<file path="config.mk">
export PLATFORM = sky130hd
export DESIGN_NAME = http_request_line_parser_top_flat
export DESIGN_NICKNAME = d
export VERILOG_FILES = /design/src/design/hrlp_pkg.sv /design/src/design/hrlp_if.sv /design/src/design/hrlp_front.sv /design/src/design/hrlp_back.sv /design/src/design/http_request_line_parser_top.sv /design/src/flat_wrapper.sv
export SDC_FILE = /design/constraint.sdc
export NUM_CORES = 1
export LEC_CHECK = 0
export ABC_AREA = 1
export BUFFER_PORTS_ARGS = -buffer_cell sky130_fd_sc_hd__buf_2
export CORE_MARGIN = 2
export CORE_UTILIZATION = 40
export DETAILED_ROUTE_END_ITERATION = 6
export PLACE_DENSITY = 0.66
export SETUP_SLACK_MARGIN = 0.4
export SLEW_MARGIN = 20
export SYNTH_ARGS = -nofsm -noshare
export SYNTH_HDL_FRONTEND = slang
export SYNTH_SLANG_ARGS = --single-unit
</file>
<file path="constraint.sdc">
create_clock -name clk_i -period 3 [get_ports clk_i]
set_input_delay 0 -clock clk_i [delete_from_list [all_inputs] [get_ports clk_i]]
set_output_delay 0 -clock clk_i [all_outputs]
set_load 0.005 [all_outputs]
</file>
<file path="src/design/hrlp_pkg.sv">
// Package: shared types and constants for the HTTP request line parser.
package hrlp_pkg;

  // Bounds fixed by the result field widths.
  localparam int RESOURCE_MAX = 1024;
  localparam int METHOD_MAX   = 10;
  localparam int FIELD_MAX    = 255;

  localparam logic [7:0] ChSpace = 8'd32;
  localparam logic [7:0] ChQmark = 8'd63;
  localparam logic [7:0] ChAmp   = 8'd38;
  localparam logic [7:0] ChDot   = 8'd46;
  localparam logic [7:0] ChUpA   = 8'd65;
  localparam logic [7:0] ChUpZ   = 8'd90;

  typedef enum logic [1:0] {
    KIND_RES   = 2'd0,
    KIND_QUERY = 2'd1,
    KIND_SUM   = 2'd2
  } item_kind_e;

  typedef enum logic [1:0] {
    METH_GET   = 2'd0,
    METH_OTHER = 2'd1,
    METH_LONG  = 2'd2
  } method_kind_e;

  typedef enum logic [2:0] {
    MIME_NONE = 3'd0,
    MIME_HTML = 3'd1,
    MIME_CSS  = 3'd2,
    MIME_JS   = 3'd3,
    MIME_PNG  = 3'd4,
    MIME_JPEG = 3'd5,
    MIME_BMP  = 3'd6,
    MIME_ICO  = 3'd7
  } mime_class_e;

  typedef enum logic [4:0] {
    PH_METHOD = 5'b00001,
    PH_SLASH  = 5'b00010,
    PH_RES    = 5'b00100,
    PH_QUERY  = 5'b01000,
    PH_DONE   = 5'b10000
  } phase_e;

  // Result request.
  typedef struct packed {
    logic [1:0]  item_kind;
    logic [7:0]  out_byte;
    logic [7:0]  field_index;
    logic [1:0]  method_kind;
    logic [2:0]  mime_class;
    logic        static_resource;
    logic [10:0] resource_length;
    logic [7:0]  query_fields;
    logic        overflow;
    logic        line_done;
  } result_t;

  // Classified byte handed from front to back.
  typedef struct packed {
    logic       start;
    logic [7:0] data;
    logic       is_space;
    logic       is_qmark;
    logic       is_amp;
    logic       is_dot;
    logic [7:0] lower;
  } token_t;

  function automatic logic [2:0] mime_lookup(input logic [31:0] ch, input logic [2:0] cnt);
    logic [2:0] m;
    m = MIME_NONE;
    if (cnt == 3'd4 && ch == 32'h6c6d7468) m = MIME_HTML;
    else if (cnt == 3'd3 && ch == 32'h00737363) m = MIME_CSS;
    else if (cnt == 3'd2 && ch == 32'h0000736a) m = MIME_JS;
    else if (cnt == 3'd3 && ch == 32'h00676e70) m = MIME_PNG;
    else if (cnt == 3'd3 && ch == 32'h0067706a) m = MIME_JPEG;
    else if (cnt == 3'd4 && ch == 32'h6765706a) m = MIME_JPEG;
    else if (cnt == 3'd3 && ch == 32'h00706d62) m = MIME_BMP;
    else if (cnt == 3'd3 && ch == 32'h006f6369) m = MIME_ICO;
    return m;
  endfunction

endpackage

</file>
<file path="src/design/hrlp_if.sv">
// Interfaces: valid/ready channels for input bytes and results.
interface hrlp_in_if;
  logic       valid;
  logic       ready;
  logic       request_start;
  logic [7:0] data_byte;
  modport source (output valid, output request_start, output data_byte, input ready);
  modport sink (input valid, input request_start, input data_byte, output ready);
endinterface

interface hrlp_out_if;
  logic        valid;
  logic        ready;
  logic [1:0]  item_kind;
  logic [7:0]  out_byte;
  logic [7:0]  field_index;
  logic [1:0]  method_kind;
  logic [2:0]  mime_class;
  logic        static_resource;
  logic [10:0] resource_length;
  logic [7:0]  query_fields;
  logic        overflow;
  logic        line_done;
  modport source (output valid, output item_kind, output out_byte, output field_index,
                  output method_kind, output mime_class, output static_resource,
                  output resource_length, output query_fields, output overflow,
                  output line_done, input ready);
  modport sink (input valid, input item_kind, input out_byte, input field_index,
                input method_kind, input mime_class, input static_resource,
                input resource_length, input query_fields, input overflow,
                input line_done, output ready);
endinterface

</file>
<file path="src/design/hrlp_front.sv">
// Front: classifies input bytes into tokens.
module hrlp_front import hrlp_pkg::*; (
  input  logic       clk_i,
  input  logic       rst_ni,
  input  logic       in_valid_i,
  output logic       in_ready_o,
  input  logic       start_i,
  input  logic [7:0] data_i,
  output logic       tok_valid_o,
  input  logic       tok_ready_i,
  output token_t     tok_o
);
  logic   valid_q, valid_d;
  token_t tok_q, tok_d;
  logic   load;

  assign in_ready_o = !valid_q || tok_ready_i;
  assign load       = in_valid_i && in_ready_o;

  always_comb begin
    tok_d          = tok_q;
    valid_d        = valid_q;
    if (tok_ready_i) valid_d = 1'b0;
    if (load) begin
      valid_d       = 1'b1;
      tok_d.start   = start_i;
      tok_d.data    = data_i;
      tok_d.is_space = data_i == ChSpace;
      tok_d.is_qmark = data_i == ChQmark;
      tok_d.is_amp  = data_i == ChAmp;
      tok_d.is_dot  = data_i == ChDot;
      tok_d.lower   = (data_i >= ChUpA && data_i <= ChUpZ) ? data_i + 8'd32 : data_i;
    end
  end

  always_ff @(posedge clk_i or negedge rst_ni) begin
    if (!rst_ni) valid_q <= 1'b0;
    else valid_q <= valid_d;
  end

  always_ff @(posedge clk_i) begin
    tok_q <= tok_d;
  end

  assign tok_valid_o = valid_q;
  assign tok_o       = tok_q;
endmodule

</file>
<file path="src/design/hrlp_back.sv">
// Back: parse state machine and result register.
module hrlp_back import hrlp_pkg::*; (
  input  logic    clk_i,
  input  logic    rst_ni,
  input  logic    tok_valid_i,
  output logic    tok_ready_o,
  input  token_t  tok_i,
  output logic    res_valid_o,
  input  logic    res_ready_i,
  output result_t res_o
);
  localparam int RcW = $clog2(RESOURCE_MAX + 1);

  phase_e      phase_q, phase_d, ph;
  logic [3:0]  mcnt_q, mcnt_d, mc;
  logic        get_q, get_d, gt;
  logic [RcW-1:0] rcnt_q, rcnt_d, rc;
  logic        ldot_q, ldot_d, ld;
  logic        adot_q, adot_d, ad;
  logic [31:0] ext_q, ext_d, ex;
  logic [2:0]  ecnt_q, ecnt_d, ec;
  logic [7:0]  fcnt_q, fcnt_d, fc;
  logic        ovf_q, ovf_d, ov;
  logic        rv_q, rv_d;
  result_t     res_q, res_d;
  logic        take;

  assign tok_ready_o = !rv_q || res_ready_i;
  assign take        = tok_valid_i && tok_ready_o;

  always_comb begin
    ph = phase_q; mc = mcnt_q; gt = get_q; rc = rcnt_q; ld = ldot_q; ad = adot_q;
    ex = ext_q; ec = ecnt_q; fc = fcnt_q; ov = ovf_q;
    if (tok_i.start) begin
      ph = PH_METHOD; mc = '0; gt = 1'b1; rc = '0; ld = 1'b0; ad = 1'b0;
      ex = '0; ec = '0; fc = '0; ov = 1'b0;
    end
    phase_d = ph; mcnt_d = mc; get_d = gt; rcnt_d = rc; ldot_d = ld; adot_d = ad;
    ext_d = ex; ecnt_d = ec; fcnt_d = fc; ovf_d = ov;
    rv_d  = rv_q && !res_ready_i;
    res_d = res_q;
    if (take) begin
      res_d = '0;
      unique case (ph)
        PH_METHOD: begin
          if (tok_i.is_space) begin
            if (mc != 4'd3) get_d = 1'b0;
            phase_d = PH_SLASH;
          end else begin
            if (mc >= 4'd3) get_d = 1'b0;
            else if (mc == 4'd0 && tok_i.data != 8'd71) get_d = 1'b0;
            else if (mc == 4'd1 && tok_i.data != 8'd69) get_d = 1'b0;
            else if (mc == 4'd2 && tok_i.data != 8'd84) get_d = 1'b0;
            if (32'(mc) <= METHOD_MAX) mcnt_d = mc + 4'd1;
          end
        end
        PH_SLASH: phase_d = PH_RES;
        PH_RES, PH_QUERY: begin
          if (tok_i.is_space) begin
            rv_d = 1'b1;
            phase_d = PH_DONE;
            res_d.item_kind = KIND_SUM;
            res_d.line_done = 1'b1;
            res_d.overflow  = ov;
            res_d.method_kind = gt ? METH_GET :
                                (32'(mc) > METHOD_MAX ? METH_LONG : METH_OTHER);
            if (gt) begin
              res_d.mime_class = (rc < RcW'(4) || !ld) ? MIME_NONE : mime_lookup(ex, ec);
              res_d.static_resource = (rc == '0) || ad;
              res_d.resource_length = 11'(rc);
              res_d.query_fields = (ph == PH_QUERY) ? fc : 8'd0;
            end else begin
              res_d.static_resource = 1'b1;
            end
          end else if (ph == PH_QUERY) begin
            if (tok_i.is_amp) begin
              if (32'(fc) < FIELD_MAX) fcnt_d = fc + 8'd1;
              else ovf_d = 1'b1;
            end else begin
              rv_d = 1'b1;
              res_d.item_kind   = KIND_QUERY;
              res_d.out_byte    = tok_i.data;
              res_d.field_index = fc - 8'd1;
            end
          end else if (gt) begin
            if (tok_i.is_qmark) begin
              phase_d = PH_QUERY;
              fcnt_d  = 8'd1;
            end else if (32'(rc) >= RESOURCE_MAX) begin
              ovf_d = 1'b1;
            end else begin
              rcnt_d = rc + RcW'(1);
              if (tok_i.is_dot) begin
                adot_d = 1'b1;
                if (rc != '0) begin
                  ldot_d = 1'b1; ext_d = '0; ecnt_d = '0;
                end
              end else begin
                if (ec < 3'd4) ext_d = ex | (32'(tok_i.lower) << {ec[1:0], 3'b000});
                if (ec < 3'd5) ecnt_d = ec + 3'd1;
              end
              rv_d = 1'b1;
              res_d.item_kind = KIND_RES;
              res_d.out_byte  = tok_i.data;
            end
          end
        end
        PH_DONE: ;
        default: ;
      endcase
    end
  end

  always_ff @(posedge clk_i or negedge rst_ni) begin
    if (!rst_ni) begin
      phase_q <= PH_METHOD; mcnt_q <= '0; get_q <= 1'b1; rcnt_q <= '0;
      ldot_q <= 1'b0; adot_q <= 1'b0; ext_q <= '0; ecnt_q <= '0;
      fcnt_q <= '0; ovf_q <= 1'b0; rv_q <= 1'b0;
    end else if (take || rv_q) begin
      rv_q <= rv_d;
      if (take) begin
        phase_q <= phase_d; mcnt_q <= mcnt_d; get_q <= get_d; rcnt_q <= rcnt_d;
        ldot_q <= ldot_d; adot_q <= adot_d; ext_q <= ext_d; ecnt_q <= ecnt_d;
        fcnt_q <= fcnt_d; ovf_q <= ovf_d;
      end
    end
  end

  always_ff @(posedge clk_i) begin
    res_q <= res_d;
  end

  assign res_valid_o = rv_q;
  assign res_o       = res_q;

`ifndef ASSERT_OFF
  a_hold: assert property (@(posedge clk_i) disable iff (!rst_ni)
    rv_q && !res_ready_i |=> rv_q && $stable(res_q)) else $error("result dropped");
  a_rcnt: assert property (@(posedge clk_i) disable iff (!rst_ni)
    32'(rcnt_q) <= RESOURCE_MAX) else $error("resource count over bound");
  a_fcnt: assert property (@(posedge clk_i) disable iff (!rst_ni)
    32'(fcnt_q) <= FIELD_MAX) else $error("field count over bound");
  a_done: assert property (@(posedge clk_i) disable iff (!rst_ni)
    take && res_d.line_done && rv_d |=> phase_q == PH_DONE) else $error("summary w/o done");
`endif
endmodule

</file>
<file path="src/design/http_request_line_parser_top.sv">
// An accepted byte passes through the front token register, then the result register.
// Throughput: one byte per cycle when no result is held, set by the back's parse update.
// Front classifier register and result register each act as one-entry stages; a held
// result stalls the back and, through the ready chain, the input once the front is full.
// Reset (rst_ni, async low) empties both stages and returns the parse to the method phase.
// request_start on a byte restarts the parse at that byte.
module http_request_line_parser_top import hrlp_pkg::*; (
  input logic      clk_i,
  input logic      rst_ni,
  hrlp_in_if.sink  in_i,
  hrlp_out_if.source out_o
);
  logic    tok_valid, tok_ready;
  token_t  tok;
  result_t res;

  // Front: byte classification.
  hrlp_front u_front (
    .clk_i, .rst_ni,
    .in_valid_i (in_i.valid),
    .in_ready_o (in_i.ready),
    .start_i    (in_i.request_start),
    .data_i     (in_i.data_byte),
    .tok_valid_o(tok_valid),
    .tok_ready_i(tok_ready),
    .tok_o      (tok)
  );

  // Back: parse state and result register.
  hrlp_back u_back (
    .clk_i, .rst_ni,
    .tok_valid_i(tok_valid),
    .tok_ready_o(tok_ready),
    .tok_i      (tok),
    .res_valid_o(out_o.valid),
    .res_ready_i(out_o.ready),
    .res_o      (res)
  );

  assign out_o.item_kind       = res.item_kind;
  assign out_o.out_byte        = res.out_byte;
  assign out_o.field_index     = res.field_index;
  assign out_o.method_kind     = res.method_kind;
  assign out_o.mime_class      = res.mime_class;
  assign out_o.static_resource = res.static_resource;
  assign out_o.resource_length = res.resource_length;
  assign out_o.query_fields    = res.query_fields;
  assign out_o.overflow        = res.overflow;
  assign out_o.line_done       = res.line_done;
endmodule
</file>
<file path="src/flat_wrapper.sv">
// flat-port wrapper written by rule: the top's interface ports become plain ports
module http_request_line_parser_top_flat import hrlp_pkg::*;
  (clk_i, rst_ni, in_i_valid, in_i_request_start, in_i_data_byte, in_i_ready, out_o_valid, out_o_item_kind, out_o_out_byte, out_o_field_index, out_o_method_kind, out_o_mime_class, out_o_static_resource, out_o_resource_length, out_o_query_fields, out_o_overflow, out_o_line_done, out_o_ready);
  hrlp_in_if in_i_i ();
  hrlp_out_if out_o_i ();
  input logic clk_i;
  input logic rst_ni;
  input wire logic [$bits(in_i_i.valid)-1:0] in_i_valid;
  input wire logic [$bits(in_i_i.request_start)-1:0] in_i_request_start;
  input wire logic [$bits(in_i_i.data_byte)-1:0] in_i_data_byte;
  output wire logic [$bits(in_i_i.ready)-1:0] in_i_ready;
  output wire logic [$bits(out_o_i.valid)-1:0] out_o_valid;
  output wire logic [$bits(out_o_i.item_kind)-1:0] out_o_item_kind;
  output wire logic [$bits(out_o_i.out_byte)-1:0] out_o_out_byte;
  output wire logic [$bits(out_o_i.field_index)-1:0] out_o_field_index;
  output wire logic [$bits(out_o_i.method_kind)-1:0] out_o_method_kind;
  output wire logic [$bits(out_o_i.mime_class)-1:0] out_o_mime_class;
  output wire logic [$bits(out_o_i.static_resource)-1:0] out_o_static_resource;
  output wire logic [$bits(out_o_i.resource_length)-1:0] out_o_resource_length;
  output wire logic [$bits(out_o_i.query_fields)-1:0] out_o_query_fields;
  output wire logic [$bits(out_o_i.overflow)-1:0] out_o_overflow;
  output wire logic [$bits(out_o_i.line_done)-1:0] out_o_line_done;
  input wire logic [$bits(out_o_i.ready)-1:0] out_o_ready;
  assign in_i_i.valid = in_i_valid;
  assign in_i_i.request_start = in_i_request_start;
  assign in_i_i.data_byte = in_i_data_byte;
  assign in_i_ready = in_i_i.ready;
  assign out_o_valid = out_o_i.valid;
  assign out_o_item_kind = out_o_i.item_kind;
  assign out_o_out_byte = out_o_i.out_byte;
  assign out_o_field_index = out_o_i.field_index;
  assign out_o_method_kind = out_o_i.method_kind;
  assign out_o_mime_class = out_o_i.mime_class;
  assign out_o_static_resource = out_o_i.static_resource;
  assign out_o_resource_length = out_o_i.resource_length;
  assign out_o_query_fields = out_o_i.query_fields;
  assign out_o_overflow = out_o_i.overflow;
  assign out_o_line_done = out_o_i.line_done;
  assign out_o_i.ready = out_o_ready;
  http_request_line_parser_top u_core (.clk_i(clk_i), .rst_ni(rst_ni), .in_i(in_i_i), .out_o(out_o_i));
endmodule
</file>
# == Yosys cells after proc, flatten, opt, wreduce, memory -nomap -nowiden ==
# Index checks and enable logic that the tools add are counted.
# classes
eq_ne,25
add_sub_neg,6
muxes,108
div_mod_pow,0
shift,1
n_bitwise,5
order_cmp,10
multipliers,0
n_reduce_logical,39
# op_table
cell,n
$mux 32,10
$eq 32x23->1 const B,5
$mux 8,12
$mux 11,7
$eq 32x31->1 const B,2
$mux 3,18
$mux 1,46
$eq 32x15->1 const B,1
$eq 8x6->1 const B,4
$or 32x32->32,1
$shl 8x5->32,1
$mux 5,6
$ne 8x7->1 const B,3
$mux 17,1
$mux 4,4
$logic_and 1x1->1,15
$pmux 5 s3,1
$add 11x1->11 const B,1
$ge 11x11->1 const B,1
$logic_not 11->1,1
$lt 11x3->1 const B,1
$reduce_bool 11->1,1
$mux 10,1
$add 8x1->8 const B,1
other kinds (34),50
# word_totals
elab_cells,226
latchBits,0
out_inout_bits,47
in_bits,13
ram_bits,0
mem_bits_ro,0
mem_count,0
ff_bits,135

# == Logic depth before layout (Yosys ltp) ==
# depth
ltp_word,11
ltp_mapped,17
ltp_nobuf,14

# == Modules after synthesis ==
# Synthesis repeated with hierarchy kept, for this count alone.
# unflattened
cells_unflattened,996
hier_area_um2,7512.2
# modules_own_cells
mod,cells_per_inst,area_each_um2,instances,seq_area_each_um2
hrlp_back,925,6749.0,1,3025.4
hrlp_front,71,763.2,1,505.5

# == Worst setup path after synthesis ==
# No wires, ideal clock.
# synth_timing
path_type,register to register
from,register u_core.u_back.rv_q (netlist: u_core.u_back.res_valid_o)
to,"register u_core.u_back.res_q, in the netlist u_core.u_back.res_o[10], enable pin"
path_stages_with_launch,6
setup_time_ns,0.424
path_slack_ns,0.362
n_path_buf,1
synth_period_minus_slack_ns,2.638
arrival_time_ns,2.214
required_time_ns,2.576
cell_sequence,dfrtp_1 inv_1 or2_2 nand2_1 clkinv_1 clkbuf_1
# synth_via
elab_chain_len,3
# synth_rtl
item,line_no,source
"start, declared",hrlp_back.sv:24,"logic rv_q, rv_d;"
"start signal, assigned",hrlp_back.sv:120,rv_q <= rv_d;
$logic_not 1->1,hrlp_back.sv:28,assign tok_ready_o = !rv_q || res_ready_i;
$logic_or 1x1->1,hrlp_back.sv:28,
$logic_and 1x1->1,hrlp_back.sv:29,assign take = tok_valid_i && tok_ready_o;
named net u_core.u_back.take,hrlp_back.sv:26,logic take;
"end signal, assigned",hrlp_back.sv:130,res_q <= res_d;
"end, declared",hrlp_back.sv:25,"result_t res_q, res_d;"
# The timed path passes the listed nets, and every way through them passes these cells.
# A chain may end at the register's enable or synchronous reset.

# == Worst setup path in the final report ==
# layout_timing
from,"register u_core.u_front.tok_q, in the netlist u_core.u_front.tok_o[20]"
to,register u_core.u_back.fcnt_q[0]
# layout_via
elab_chain_len,7
word_cells_on_any_way,15
cone_classes,add/sub: 1; order compare: 1; eq/ne: 2; mux: 10; reduce/logical: 1
# layout_rtl
item,line_no,source
"start, declared",hrlp_front.sv:14,"token_t tok_q, tok_d;"
"start signal, assigned",hrlp_front.sv:42,tok_q <= tok_d;
$mux 8,hrlp_back.sv:34,if (tok_i.start) begin
named net u_core.u_back.fc[1],hrlp_back.sv:22,"logic [7:0] fcnt_q, fcnt_d, fc;"
$lt 8x8->1,hrlp_back.sv:77,if (32'(fc) < FIELD_MAX) fcnt_d = fc + 8'd1;
$mux 8,hrlp_back.sv:77,
$mux 8,hrlp_back.sv:76,if (tok_i.is_amp) begin
$mux 8,hrlp_back.sv:75,end else if (ph == PH_QUERY) begin
$mux 8,hrlp_back.sv:59,if (tok_i.is_space) begin
$mux 8,hrlp_back.sv:44,unique case (ph)
"end signal, assigned",hrlp_back.sv:124,fcnt_q <= fcnt_d; ovf_q <= ovf_d;
"end, declared",hrlp_back.sv:22,
# The timed path passes the listed nets, and every way through them passes these cells.

==> impl_metrics.tcl <==
set metrics [dict create \
    outcome "finished, final reports clean" \
    hold_class "in2async" \
    setup_tns_ps 0 \
    synth_area_um2 7510 \
    area_delta_synth_final_pct 17.6 \
    synth_top_family_by_area "simple AND/OR/NAND/NOR gates" \
    critical-path-slowest-cell "edfxtp_1" \
    min_period_ps 2410 \
    clk_pin_slew_ps 60 \
    multi_input_area_um2 3330 \
    grt_pass1_wl_um 32100 \
    cts_buffers 17 \
    hpwl_um 14100 \
    setup_viol 0 \
    cts_root_buf "clkbuf_16" \
    synth_seq_cells 129 \
    syn_avg_cell_area_um2 7.64 \
    path_cells "buf_4 -> nor2_2 -> ha_1 -> nand3_1 -> nor2_2 -> nand2_1 -> nand3_1 -> inv_1 -> o21ai_0 -> a21oi_1" \
    antenna_found_initial 0 \
    port_buffers 59 \
    worstMarginPinSlew_ps 867 \
    synth-compound-area-share_pct 7.36 \
    ff_latch_area_um2 3530 \
    synth_xor_area_share_pct 1.17 \
    mostFrequentLayoutCells "nand2_1 (288), nor2_1 (153), inv_1 (118), dfrtp_1 (67)" \
    h-tree-depth 4 \
    synthAdderAreaFrac_pct 2.16 \
    drv_cap 0 \
    cp.arrival_ps 2710 \
    ios 60 \
    remaining_drc_errors 0 \
    diodes 0 \
    wirelength_um 19500 \
    yosys.area_share.simple_pct 33.6 \
    start_kind "flip-flop" \
    holdWs_ps 239 \
    wl_per_cell_um 14.8 \
    fin_nets 1090 \
    hold_viol 0 \
    synth_warnings 0 \
    final_common_cell "nand2_1" \
    start_util_pct 40.4 \
    power_w 0.00489 \
    max_stage_delay_ps 530 \
    synth.area.mux_share_pct 0 \
    power_density_nw_per_um2 554 \
    ys_seq_area_share_pct 47.0 \
    die_area_um2 19900 \
    fin_crit_sh_pct 80.4 \
    gp_routability_congestion 0.967 \
    syn_inst 983 \
    p_leak_nw 4.08 \
    fmax_ghz 0.415 \
    die_h_um 141 \
    ir_drop_mv 0.427 \
    rsz0062_at_grt "no" \
    grt_pass1_vias 6479 \
    num-fill-cells 1803 \
    ys_types 45 \
    row_count 50 \
    critPathKind "reg2reg" \
    drive_above_1_share_pct 13.8 \
    track_usage_pct 20.4 \
    path_max_fanout 11 \
    cts_num_sinks 129 \
    core-area_um2 18600 \
    final-max-slew-violation-count 0 \
    critPathTopFamily "simple AND/OR/NAND/NOR gates" \
    clock_path_buffers 2 \
    worst-path-buf-inv 2 \
    synth_nets 1009 \
    critPathCaptureType "flip-flop" \
    relSlewSlack_pct 42.2 \
    via_per_inst 5.14 \
    crit_required_ps 3300 \
    dr.pass1.iters 5 \
    clock_latency_ps 420 \
    cts_tree "done" \
    drtIter0Drc 560 \
    worst_clock_skew_ps 7.39 \
    grt_overflow_total 0 \
    ant_nets 0 \
    die_w_um 141 \
    via_count 6733 \
    grt_max_degree 48 \
]
final timing paths:
check | cells past startpoint | end | slack [ps] | start
min in group clk_i | 2 | u_core.u_front.tok_o[20] | 310 | in_i_request_start
worst max register to register | 10 | u_core.u_back.fcnt_q[0] | 590 | u_core.u_front.tok_o[20]
max in group asynchronous | 3 | u_core.u_back.ext_q[31] | 1930 | rst_ni
worst max-delay path | 10 | u_core.u_back.fcnt_q[0] | 590 | u_core.u_front.tok_o[20]
worst min register to register | 2 | u_core.u_back.fcnt_q[3] | 470 | u_core.u_back.fcnt_q[3]
worst min-delay path | 2 | u_core.u_back.fcnt_q[3] | 240 | rst_ni
registers in the layout (all words and copies together), names as in the netlist:
signal                      cells
u_core.u_back.ldot_q            1
u_core.u_front.tok_valid_o      1
u_core.u_back.fcnt_q            8
u_core.u_back.mcnt_q            4
u_core.u_front.tok_o           16
u_core.u_back.res_o            44
u_core.u_back.ecnt_q            3
u_core.u_back.get_q             1
u_core.u_back.res_valid_o       1
u_core.u_back.rcnt_q           11
u_core.u_back.adot_q            1
u_core.u_back.phase_q           5
u_core.u_back.ext_q            32
u_core.u_back.ovf_q             1
layout make-up:
class | instances | area share, %
sequential | 129 | 40.0
multi-input combinational | 702 | 37.7
timing repair buffer | 90 | 6.63
inverter | 124 | 5.30
clock buffer | 20 | 4.94
tap | 234 | 3.31
clock inverter | 12 | 2.14
synth_stat cells (all sizes together):
master	instances	share of area, %
a31oi	2	0.17
nand3b	5	0.50
edfxtp	60	24
a21oi	27	1.9
or2	3	0.25
nor4	4	0.33
a21boi	1	0.10
o21a	1	0.10
nand3	58	4.2
o22ai	1	0.083
xor2	8	0.93
buf	21	2.1
a221oi	1	0.12
ha	13	2.2
dfstp	2	0.70
clkinv	2	0.10
and2	1	0.083
o21bai	1	0.10
dfrtp	67	22
o211ai	2	0.20
nand2	297	15
o21ai	65	4.4
xnor2	2	0.23
nor3	23	1.7
nor2	168	9.8
clkbuf	7	0.35
o2111ai	1	0.12
nand4	18	1.6
inv	122	6.1
repair_timing:
| action | in CTS | in global routing |
|---|---|---|
| setup endpoints to repair | 0 | 7 |
| setup buffers | 0 | 2 |
| gates resized for setup | 0 | 1 |
| hold endpoints to repair | 48 | 0 |
| hold buffers | 13 | 0 |
where the power goes:
group / switching (W) / internal, W / total, W
Combinational: 0.000429 / 0.000199 / 0.000628
Sequential: 0.0000690 / 0.00197 / 0.00204
Clock: 0.000760 / 0.00146 / 0.00222
Total: 0.00126 / 0.00364 / 0.00489
kinds of logic (layout without fill, tap and decap cells):
logic type	Yosys count	count (layout)
AOI/OAI and AO/OA	102	102
DFF	129	129
and+or+nand+nor	577	577
xor gates and xnor gates	10	10
adders and majority gates	13	13
buffers and inverters	152	246
per-stage QoR:
step	util (%)	cells	setup WS (ps)	area, um^2
2_1_floorplan	-	983	737	7510
3_3_place_gp	43.4	1264	574	8060
3_5_place_dp	43.4	1264	539	8060
4_1_cts	47.5	1309	526	8820
5_1_grt	47.5	1311	410	8830
6_report	47.5	1311	588	8830
worst reg2reg max path: cells and delay by family, from the launching register on:
kind	cells	cell delay (ps)
adders and majority gates	1	270
AOI/OAI and AO/OA	2	230
DFF	1	530
and+or+nand+nor	5	890
buffers and inverters	2	370
metal layers:
layer / track usage, % / vias up / routed length (um)
met4: 6.95 / 0 / 480
li1: - / 3314 / -
met1: 26.8 / 3162 / 8760
met2: 33.9 / 218 / 9120
met3: 4.21 / 39 / 1100
met5: 0 / - / 0
No activity file was read; power rests on OpenSTA's default activity.
